## config.mk

```make
export PLATFORM = sky130hd
export DESIGN_NAME = triangle_topology_to_list_core_flat
export DESIGN_NICKNAME = d
export VERILOG_FILES = /design/src/rtl/tttl_pkg.sv /design/src/rtl/tttl_channels.sv /design/src/rtl/tttl_assembler.sv /design/src/rtl/triangle_topology_to_list_core.sv /design/src/flat_wrapper.sv
export SDC_FILE = /design/constraint.sdc
export NUM_CORES = 2
export LEC_CHECK = 0
export ABC_AREA = 1
export CORE_AREA = 2 2 192 382
export DETAILED_ROUTE_END_ITERATION = 10
export DIE_AREA = 0 0 194 384
export DONT_BUFFER_PORTS = 1
export GPL_ROUTABILITY_DRIVEN = 0
export HOLD_SLACK_MARGIN = 0.05
export PLACE_DENSITY = 0.76
export SETUP_SLACK_MARGIN = 0.15
export SYNTH_ARGS = -nofsm -noshare
export SYNTH_HDL_FRONTEND = slang
export SYNTH_SLANG_ARGS = --single-unit
```

## constraint.sdc

```tcl
create_clock -name clock -period 10.2 [get_ports clock]
set_clock_uncertainty 0.2 [all_clocks]
set_input_delay 3.06 -clock clock [delete_from_list [all_inputs] [get_ports clock]]
set_output_delay 3.06 -clock clock [all_outputs]
set_load 0.01 [all_outputs]
```

## src/rtl/tttl_pkg.sv

```systemverilog
// ----------------------------------------------------------------------------
// tttl_pkg
// Shared types and constants of the triangle topology to list converter:
// topology codes, register indexes, the register file and result records.
// ----------------------------------------------------------------------------
`default_nettype none

package tttl_pkg;

   // Topology codes as held in the topology register.
   localparam logic [1:0] TOPO_LIST    = 2'd0;
   localparam logic [1:0] TOPO_STRIP   = 2'd1;
   localparam logic [1:0] TOPO_FAN     = 2'd2;
   localparam logic [1:0] TOPO_NONSURF = 2'd3;

   // Register indexes on the control port.
   localparam int unsigned CSR_INDEX_W = 3;
   localparam logic [CSR_INDEX_W-1:0] CSR_TOPOLOGY        = 3'd0;
   localparam logic [CSR_INDEX_W-1:0] CSR_BASE_OFFSET     = 3'd1;
   localparam logic [CSR_INDEX_W-1:0] CSR_SLICE_FIRST     = 3'd2;
   localparam logic [CSR_INDEX_W-1:0] CSR_SLICE_COUNT     = 3'd3;
   localparam logic [CSR_INDEX_W-1:0] CSR_PRIMITIVE_COUNT = 3'd4;

   // Data width of the control port and of every vertex value.
   localparam int unsigned WORD_W = 32;

   // Slice sizes above this limit need 32-bit output indices.
   localparam logic [WORD_W-1:0] WIDE_LIMIT = 32'h0000_FFFF;

   // Position codes: vertices held toward the next triangle.
   localparam logic [1:0] POS_EMPTY = 2'd0;
   localparam logic [1:0] POS_ONE   = 2'd1;
   localparam logic [1:0] POS_TWO   = 2'd2;

   // Outcome codes of one triangle.
   localparam logic OUTCOME_EMIT   = 1'b0;
   localparam logic OUTCOME_REJECT = 1'b1;

   // Register file contents.
   typedef struct packed {
      logic [1:0]        topology;
      logic [WORD_W-1:0] base_offset;
      logic [WORD_W-1:0] slice_first;
      logic [WORD_W-1:0] slice_count;
      logic [WORD_W-1:0] primitive_count;
   } cfg_type;

   // One result beat.
   typedef struct packed {
      logic              outcome;
      logic [WORD_W-1:0] vertex_a;
      logic [WORD_W-1:0] vertex_b;
      logic [WORD_W-1:0] vertex_c;
      logic              wide_indices;
      logic [WORD_W-1:0] emitted_total;
      logic [WORD_W-1:0] rejected_total;
   } result_type;

endpackage : tttl_pkg

`default_nettype wire

```

## src/rtl/tttl_channels.sv

```systemverilog
// ----------------------------------------------------------------------------
// tttl channels
// Valid/ready channel interfaces for index beats in and triangle beats out.
// ----------------------------------------------------------------------------
`default_nettype none

// Index channel: one raw index per beat.
interface tttl_req_if;
   logic        valid;
   logic        ready;
   logic [31:0] raw_index;
   logic        draw_start;

   modport source (output valid, output raw_index, output draw_start, input ready);
   modport sink   (input valid, input raw_index, input draw_start, output ready);
endinterface : tttl_req_if

// Triangle channel: one emitted or rejected triangle per beat.
interface tttl_rsp_if;
   logic        valid;
   logic        ready;
   logic        outcome;
   logic [31:0] vertex_a;
   logic [31:0] vertex_b;
   logic [31:0] vertex_c;
   logic        wide_indices;
   logic [31:0] emitted_total;
   logic [31:0] rejected_total;

   modport source (output valid, output outcome, output vertex_a, output vertex_b,
                   output vertex_c, output wide_indices, output emitted_total,
                   output rejected_total, input ready);
   modport sink   (input valid, input outcome, input vertex_a, input vertex_b,
                   input vertex_c, input wide_indices, input emitted_total,
                   input rejected_total, output ready);
endinterface : tttl_rsp_if

`default_nettype wire

```

## src/rtl/tttl_assembler.sv

```systemverilog
// ----------------------------------------------------------------------------
// tttl_assembler
// Holds the anchor and the two latest vertices of the draw, forms a triangle
// from an index once two vertices are held under the current topology, and
// classifies it as degenerate, rejected or emitted. State advances on every step.
// ----------------------------------------------------------------------------
`default_nettype none

module tttl_assembler (
   input  wire logic                 clock,
   input  wire logic                 reset,
   input  wire tttl_pkg::cfg_type    cfg,
   input  wire logic                 step,
   input  wire logic [31:0]          vertex,
   input  wire logic                 draw_start,
   output      logic                 result_valid,
   output      tttl_pkg::result_type result
);

   logic [31:0] anchor_ff,   anchor_in;
   logic [31:0] older_ff,    older_in;
   logic [31:0] newer_ff,    newer_in;
   logic [1:0]  position_ff, position_in;
   logic [31:0] tri_num_ff,  tri_num_in;
   logic [31:0] emitted_ff,  emitted_in;
   logic [31:0] rejected_ff, rejected_in;

   logic [1:0]  pos_eff;
   logic [31:0] tri_eff;
   logic [31:0] em_eff;
   logic [31:0] rj_eff;
   logic        skip;
   logic        form_tri;
   logic [31:0] va, vb, vc;
   logic [32:0] da, db, dc;
   logic        in_a, in_b, in_c;
   logic        degenerate;

   // A draw start clears position and counts before the index is used.
   assign pos_eff = draw_start ? tttl_pkg::POS_EMPTY : position_ff;
   assign tri_eff = draw_start ? 32'd0 : tri_num_ff;
   assign em_eff  = draw_start ? 32'd0 : emitted_ff;
   assign rj_eff  = draw_start ? 32'd0 : rejected_ff;

   assign skip = (cfg.topology == tttl_pkg::TOPO_NONSURF) ||
                 (tri_eff >= cfg.primitive_count);
   assign form_tri = !skip && (pos_eff != tttl_pkg::POS_EMPTY) &&
                     (pos_eff != tttl_pkg::POS_ONE);

   // Vertex order of the triangle for the current topology.
   always_comb begin
      va = anchor_ff;
      vb = older_ff;
      vc = vertex;
      case (cfg.topology)
         tttl_pkg::TOPO_STRIP: begin
            if (tri_eff[0]) begin
               va = newer_ff;
               vb = older_ff;
            end else begin
               va = older_ff;
               vb = newer_ff;
            end
         end
         tttl_pkg::TOPO_FAN: begin
            va = anchor_ff;
            vb = newer_ff;
         end
         default: begin
            va = anchor_ff;
            vb = older_ff;
         end
      endcase
   end

   // Slice check: the borrow marks a vertex below the slice.
   assign da = {1'b0, va} - {1'b0, cfg.slice_first};
   assign db = {1'b0, vb} - {1'b0, cfg.slice_first};
   assign dc = {1'b0, vc} - {1'b0, cfg.slice_first};
   assign in_a = !da[32] && (da[31:0] < cfg.slice_count);
   assign in_b = !db[32] && (db[31:0] < cfg.slice_count);
   assign in_c = !dc[32] && (dc[31:0] < cfg.slice_count);
   assign degenerate = (va == vb) || (vb == vc) || (va == vc);

   // Next state and the result of this step.
   always_comb begin
      anchor_in    = anchor_ff;
      older_in     = older_ff;
      newer_in     = newer_ff;
      position_in  = pos_eff;
      tri_num_in   = tri_eff;
      emitted_in   = em_eff;
      rejected_in  = rj_eff;
      result_valid = 1'b0;
      result.outcome        = tttl_pkg::OUTCOME_EMIT;
      result.vertex_a       = da[31:0];
      result.vertex_b       = db[31:0];
      result.vertex_c       = dc[31:0];
      result.wide_indices   = cfg.slice_count > tttl_pkg::WIDE_LIMIT;
      result.emitted_total  = em_eff;
      result.rejected_total = rj_eff;
      if (!skip) begin
         case (pos_eff)
            tttl_pkg::POS_EMPTY: begin
               if (cfg.topology == tttl_pkg::TOPO_STRIP) begin
                  older_in = vertex;
               end else begin
                  anchor_in = vertex;
               end
               position_in = tttl_pkg::POS_ONE;
            end
            tttl_pkg::POS_ONE: begin
               if (cfg.topology == tttl_pkg::TOPO_LIST) begin
                  older_in = vertex;
               end else begin
                  newer_in = vertex;
               end
               position_in = tttl_pkg::POS_TWO;
            end
            default: begin
               case (cfg.topology)
                  tttl_pkg::TOPO_LIST: begin
                     position_in = tttl_pkg::POS_EMPTY;
                  end
                  tttl_pkg::TOPO_STRIP: begin
                     older_in = newer_ff;
                     newer_in = vertex;
                  end
                  default: begin
                     newer_in = vertex;
                  end
               endcase
            end
         endcase
      end
      // Triangle classification.
      if (form_tri) begin
         tri_num_in = tri_eff + 32'd1;
         if (!degenerate) begin
            result_valid = 1'b1;
            if (in_a && in_b && in_c) begin
               emitted_in           = em_eff + 32'd1;
               result.emitted_total = em_eff + 32'd1;
            end else begin
               rejected_in           = rj_eff + 32'd1;
               result.rejected_total = rj_eff + 32'd1;
               result.outcome        = tttl_pkg::OUTCOME_REJECT;
               result.vertex_a       = 32'd0;
               result.vertex_b       = 32'd0;
               result.vertex_c       = 32'd0;
            end
         end
      end
   end

   // State registers.
   always_ff @(posedge clock) begin
      if (reset) begin
         anchor_ff   <= 32'd0;
         older_ff    <= 32'd0;
         newer_ff    <= 32'd0;
         position_ff <= tttl_pkg::POS_EMPTY;
         tri_num_ff  <= 32'd0;
         emitted_ff  <= 32'd0;
         rejected_ff <= 32'd0;
      end else if (step) begin
         anchor_ff   <= anchor_in;
         older_ff    <= older_in;
         newer_ff    <= newer_in;
         position_ff <= position_in;
         tri_num_ff  <= tri_num_in;
         emitted_ff  <= emitted_in;
         rejected_ff <= rejected_in;
      end
   end

endmodule : tttl_assembler

`default_nettype wire

```

## src/rtl/triangle_topology_to_list_core.sv

```systemverilog
// Path: a taken index beat is registered in the input stage and its triangle in
// the result register; an index that forms no triangle gives none.
// Throughput: one index beat per cycle. While a result waits for rsp ready one
// more index beat is taken, then the input stalls until the result leaves.
// Reset: synchronous, active high; clears the registers, the held vertices,
// position and counts, and both pipeline stages. No clearing pass follows.
// ----------------------------------------------------------------------------
// triangle_topology_to_list_core
// Converts a stream of triangle list, strip or fan indices into rebased
// triangle-list triples, with slice rejects and per-draw counts.
// ----------------------------------------------------------------------------
`default_nettype none

module triangle_topology_to_list_core (
   input  wire logic                             clock,
   input  wire logic                             reset,
   tttl_req_if.sink                              req_chan,
   tttl_rsp_if.source                            rsp_chan,
   input  wire logic                             csr_write_enable,
   input  wire logic [tttl_pkg::CSR_INDEX_W-1:0] csr_index,
   input  wire logic [tttl_pkg::WORD_W-1:0]      csr_wdata
);

   tttl_pkg::cfg_type    cfg_ff;
   logic                 s1_valid_ff;
   logic [31:0]          s1_vertex_ff;
   logic                 s1_start_ff;
   logic                 rsp_valid_ff;
   tttl_pkg::result_type rsp_data_ff;
   logic                 out_free;
   logic                 s1_advance;
   logic                 req_take;
   logic                 tri_valid;
   tttl_pkg::result_type tri_result;

   // Register file writes.
   always_ff @(posedge clock) begin
      if (reset) begin
         cfg_ff <= '0;
      end else if (csr_write_enable) begin
         case (csr_index)
            tttl_pkg::CSR_TOPOLOGY:        cfg_ff.topology        <= csr_wdata[1:0];
            tttl_pkg::CSR_BASE_OFFSET:     cfg_ff.base_offset     <= csr_wdata;
            tttl_pkg::CSR_SLICE_FIRST:     cfg_ff.slice_first     <= csr_wdata;
            tttl_pkg::CSR_SLICE_COUNT:     cfg_ff.slice_count     <= csr_wdata;
            tttl_pkg::CSR_PRIMITIVE_COUNT: cfg_ff.primitive_count <= csr_wdata;
            default: begin
            end
         endcase
      end
   end

   // Handshake: the input stage moves on whenever the result slot is free.
   assign out_free   = !rsp_valid_ff || rsp_chan.ready;
   assign s1_advance = s1_valid_ff && out_free;
   assign req_chan.ready = !s1_valid_ff || out_free;
   assign req_take   = req_chan.valid && req_chan.ready;

   // Input stage: the base offset is added on the way in.
   always_ff @(posedge clock) begin
      if (reset) begin
         s1_valid_ff <= 1'b0;
      end else if (req_chan.ready) begin
         s1_valid_ff <= req_chan.valid;
      end
   end

   always_ff @(posedge clock) begin
      if (req_take) begin
         s1_vertex_ff <= req_chan.raw_index + cfg_ff.base_offset;
         s1_start_ff  <= req_chan.draw_start;
      end
   end

   // Triangle assembly and classification.
   tttl_assembler u_assembler (
      .clock        (clock),
      .reset        (reset),
      .cfg          (cfg_ff),
      .step         (s1_advance),
      .vertex       (s1_vertex_ff),
      .draw_start   (s1_start_ff),
      .result_valid (tri_valid),
      .result       (tri_result)
   );

   // Result register.
   always_ff @(posedge clock) begin
      if (reset) begin
         rsp_valid_ff <= 1'b0;
      end else if (out_free) begin
         rsp_valid_ff <= s1_advance && tri_valid;
      end
   end

   always_ff @(posedge clock) begin
      if (s1_advance && tri_valid) begin
         rsp_data_ff <= tri_result;
      end
   end

   assign rsp_chan.valid          = rsp_valid_ff;
   assign rsp_chan.outcome        = rsp_data_ff.outcome;
   assign rsp_chan.vertex_a       = rsp_data_ff.vertex_a;
   assign rsp_chan.vertex_b       = rsp_data_ff.vertex_b;
   assign rsp_chan.vertex_c       = rsp_data_ff.vertex_c;
   assign rsp_chan.wide_indices   = rsp_data_ff.wide_indices;
   assign rsp_chan.emitted_total  = rsp_data_ff.emitted_total;
   assign rsp_chan.rejected_total = rsp_data_ff.rejected_total;

endmodule : triangle_topology_to_list_core

`default_nettype wire

```

## src/flat_wrapper.sv

```systemverilog
// flat-port wrapper written by rule: the top's interface ports become plain ports
module triangle_topology_to_list_core_flat 
  (clock, reset, csr_write_enable, csr_index, csr_wdata, req_chan_valid, req_chan_raw_index, req_chan_draw_start, req_chan_ready, rsp_chan_valid, rsp_chan_outcome, rsp_chan_vertex_a, rsp_chan_vertex_b, rsp_chan_vertex_c, rsp_chan_wide_indices, rsp_chan_emitted_total, rsp_chan_rejected_total, rsp_chan_ready);
  tttl_req_if req_chan_i ();
  tttl_rsp_if rsp_chan_i ();
  input  wire logic clock;
  input  wire logic reset;
  input  wire logic csr_write_enable;
  input  wire logic [tttl_pkg::CSR_INDEX_W-1:0] csr_index;
  input  wire logic [tttl_pkg::WORD_W-1:0] csr_wdata;
  input wire logic [$bits(req_chan_i.valid)-1:0] req_chan_valid;
  input wire logic [$bits(req_chan_i.raw_index)-1:0] req_chan_raw_index;
  input wire logic [$bits(req_chan_i.draw_start)-1:0] req_chan_draw_start;
  output wire logic [$bits(req_chan_i.ready)-1:0] req_chan_ready;
  output wire logic [$bits(rsp_chan_i.valid)-1:0] rsp_chan_valid;
  output wire logic [$bits(rsp_chan_i.outcome)-1:0] rsp_chan_outcome;
  output wire logic [$bits(rsp_chan_i.vertex_a)-1:0] rsp_chan_vertex_a;
  output wire logic [$bits(rsp_chan_i.vertex_b)-1:0] rsp_chan_vertex_b;
  output wire logic [$bits(rsp_chan_i.vertex_c)-1:0] rsp_chan_vertex_c;
  output wire logic [$bits(rsp_chan_i.wide_indices)-1:0] rsp_chan_wide_indices;
  output wire logic [$bits(rsp_chan_i.emitted_total)-1:0] rsp_chan_emitted_total;
  output wire logic [$bits(rsp_chan_i.rejected_total)-1:0] rsp_chan_rejected_total;
  input wire logic [$bits(rsp_chan_i.ready)-1:0] rsp_chan_ready;
  assign req_chan_i.valid = req_chan_valid;
  assign req_chan_i.raw_index = req_chan_raw_index;
  assign req_chan_i.draw_start = req_chan_draw_start;
  assign req_chan_ready = req_chan_i.ready;
  assign rsp_chan_valid = rsp_chan_i.valid;
  assign rsp_chan_outcome = rsp_chan_i.outcome;
  assign rsp_chan_vertex_a = rsp_chan_i.vertex_a;
  assign rsp_chan_vertex_b = rsp_chan_i.vertex_b;
  assign rsp_chan_vertex_c = rsp_chan_i.vertex_c;
  assign rsp_chan_wide_indices = rsp_chan_i.wide_indices;
  assign rsp_chan_emitted_total = rsp_chan_i.emitted_total;
  assign rsp_chan_rejected_total = rsp_chan_i.rejected_total;
  assign rsp_chan_i.ready = rsp_chan_ready;
  triangle_topology_to_list_core u_core (.clock(clock), .reset(reset), .req_chan(req_chan_i), .rsp_chan(rsp_chan_i), .csr_write_enable(csr_write_enable), .csr_index(csr_index), .csr_wdata(csr_wdata));
endmodule
```

==> results.toml <==
[logic_synthesis]
netlist_area_um2 = 35500
synth-compound-area-share_pct = 14.4
synthAdderAreaFrac_pct = 9.28
yosys.area_share.xor_xnor_pct = 3.60
yosysMostFrequentCell = "nand2_1"
synth.distinct_cells = 47
synth_top_area_cell = "dfxtp_1"
synthTopCellsByArea = "dfxtp_1 (18%), edfxtp_1 (16%), nand2_1 (14%)"
yosys_register_bits = 521
synth-simple-area-share_pct = 27.3
async_flop_share_pct = 0
synth-edff-count = 195
yosys_warnings = 0
synth_top_family_by_area = "simple AND/OR/NAND/NOR gates"
synth_mux_area_share_pct = 0
synthCells = 5193
synth_seq_area_share_pct = 34.9
yosysTopAreaCellShare_pct = 18.4
synth_flop_cell = "dfxtp_1"
synth_nets = 5527
synthTopCellsByCount = "nand2_1 (1290), inv_1 (783), nor2_1 (508)"
synth_area_per_cell_um2 = 6.84

[cells_and_area]
nets = 5427
syn_to_final_growth_pct = 6.46
stdcell_area_um2 = 37800
fin_cells = 6057
utilization_pct = 52.8
num-fill-cells = 6929
layout-drive-gt1-share_pct = 3.12

[cts]
clock_path_buffers = 3
tritoncts = "built"
insertion_delay_ns = 0.65
cts-root-buf = "clkbuf_16"
cts_sinks = 521
path_clk_slew_ns = 0.07
numCtsBuffers = 49
post_cts_buffers = 0
htreeDepth = 2
cts_resized = 0
postCtsHoldBufs = 0

[worst_setup_path]
path_delay_family = "simple AND/OR/NAND/NOR gates"
r2r_slack_ns = 1.65
cpMostUsedCell = "nand2_1"
max_stage_delay_ns = 0.99
crit_type = "reg2reg"
worst_setup_path_start_kind = "flop"
cp-end-kind = "flop"
cp.required_ns = 10.53
cp_slowest_cell = "a21boi_0"
critPathBufInv = 7
worstPathArrival_ns = 8.88
cp_max_fo = 35

[timing]
setup_violations = 0
relSlewSlack_pct = 4.60
clock.fmax_mhz = 117
period_needed_ns = 8.55
setup_tns_ns = 0
holdWs_ns = 0.262
max_slew.worst_pin.slew_ns = 1.42
layout_setup_ws_ns = 1.65
slew_viol_final = 0
period_share_pct = 83.8
rsz0062_at_grt = "false"
final-hold-violation-count = 0

[global_route]
antenna_found_initial = 8
grt_pass1_wl_mm = 184
grt_pass1_vias = 33700
track_usage_pct = 31.9
overflow = 0
grt_max_degree = 114

[pwr]
internal_power_mw = 3.92
power_switching_mw = 2.27
ir_worst_vdd_mv = 0.203
comb_power_share_pct = 31.9
switching_share_pct = 36.6
seq_power_share_pct = 37.6
p_leak_nw = 17.8
total_power_mw = 6.19
clkPwrFrac_pct = 30.5
power_per_cell_area_nw_per_um2 = 164

[drt]
detail_route.first_pass.iterations = 5
vias = 34700
antenna_left = 0
route.detailed.drc = 0
viasPerCell = 5.73
wl_per_cell_um = 20.1
wl_mm = 122
dr.first_iter.drc_count = 2377

[placed_design]
place_ws_ns = 2.23
placed_cell_area_um2 = 36200
dp_hpwl_mm = 90.2
numPortBuffers = 0
dp_cells = 5958

[floorplan]
io_pins = 237
initial_core_util_pct = 49.6
die_h_um = 384
die_area_um2 = 74500
dieWidth_um = 194
fp-row-count = 139
core_area_um2 = 71700

[status]
status = "finished clean"

[hold_path]
hold_path.class = "reg2reg"

[run]
cap_violations = 0
path summary, 6_finish.rpt:
check                                                    start                                       endpoint  depth (start not counted)
worst min-delay path            u_core.cfg_ff[20]$_SDFFE_PP0P_                 u_core.cfg_ff[20]$_SDFFE_PP0P_                          2
worst max register to register    u_core.s1_start_ff$_DFFE_PP_  u_core.u_assembler.emitted_ff[3]$_SDFFE_PP0P_                         37
worst max-delay path              u_core.s1_start_ff$_DFFE_PP_  u_core.u_assembler.emitted_ff[3]$_SDFFE_PP0P_                         37
worst min register to register  u_core.cfg_ff[20]$_SDFFE_PP0P_                 u_core.cfg_ff[20]$_SDFFE_PP0P_                          2
worst reg2reg max path, delay by kind of cell, from the launching register on:
family,cells,cell delay (ns)
AO/OA/AOI/OAI,8,2.32
adder cells (fa/ha/maj),3,0.72
buffers and inverters,7,1.46
flip-flops,1,0.39
AND/OR/NAND/NOR,19,3.35
power by group through the flow:
stage / sequential (mW) / combinational (mW) / clock, mW
after floorplan: 2.35 / 1.34 / 0
after global placement: 2.37 / 1.82 / 0
after detailed placement: 2.37 / 1.87 / 0
after CTS: 2.33 / 1.88 / 1.92
after global routing: 2.33 / 2.19 / 2.00
final: 2.33 / 1.98 / 1.89
cells in the final DEF, fill, tap and decap left out, types with 12 or more instances in the layout:
cell and n:
nand3b_1 31, dfxtp_1 326, a21oi_1 478, edfxtp_1 195, o21ai_0 383, xor2_1 81, or2_2 27, nor4_1 29
buf_4 31, nor2_1 505, nand4_1 118, clkbuf_16 50, a31oi_1 20, a21o_1 14, nand3_1 242, inv_1 779
nor3_1 63, ha_1 256, a21boi_0 16, nand2_1 1290, o21a_1 15, xnor2_1 65, clkbuf_1 12
final cells by class:
type	instances	area [um^2]	area share, %
multi-input combinational	3699	19400	51.4
sequential	521	12400	32.8
inverter	789	2980	7.87
clock buffer	66	1350	3.57
tap	916	1150	3.03
timing repair buffer	33	273	0.722
clock inverter	25	233	0.616
antenna	8	20.0	0.0530
logic make-up after synthesis:
kind of cell / after synthesis
flip-flops: 521
AO/OA/AOI/OAI: 971
adder cells (fa/ha/maj): 261
AND/OR/NAND/NOR: 2321
buffers and inverters: 973
XOR/XNOR: 146
sequential cells by signal, indices dropped and copies added, names as in the netlist, 2 cells and up:
register and cells:
u_core.rsp_chan.emitted_total 32, u_core.rsp_chan.vertex_a 32, u_core.rsp_chan.rejected_total 32, u_core.u_assembler.older_ff 32, u_core.cfg_ff 130, u_core.u_assembler.anchor_ff 32
u_core.u_assembler.tri_num_ff 32, u_core.u_assembler.newer_ff 32, u_core.rsp_chan.vertex_c 32, u_core.u_assembler.position_ff 2, u_core.u_assembler.rejected_ff 32, u_core.s1_vertex_ff 32
u_core.u_assembler.emitted_ff 32, u_core.rsp_chan.vertex_b 32
per-layer routing:
metal | part of all wire (%) | GRT usage (%)
met3 | 7.9 | 6.46
met5 | 0.040 | 0
met2 | 50 | 57.5
met1 | 33 | 31.1
met4 | 9.6 | 26.7
No activity file was read; power rests on OpenSTA's default activity.
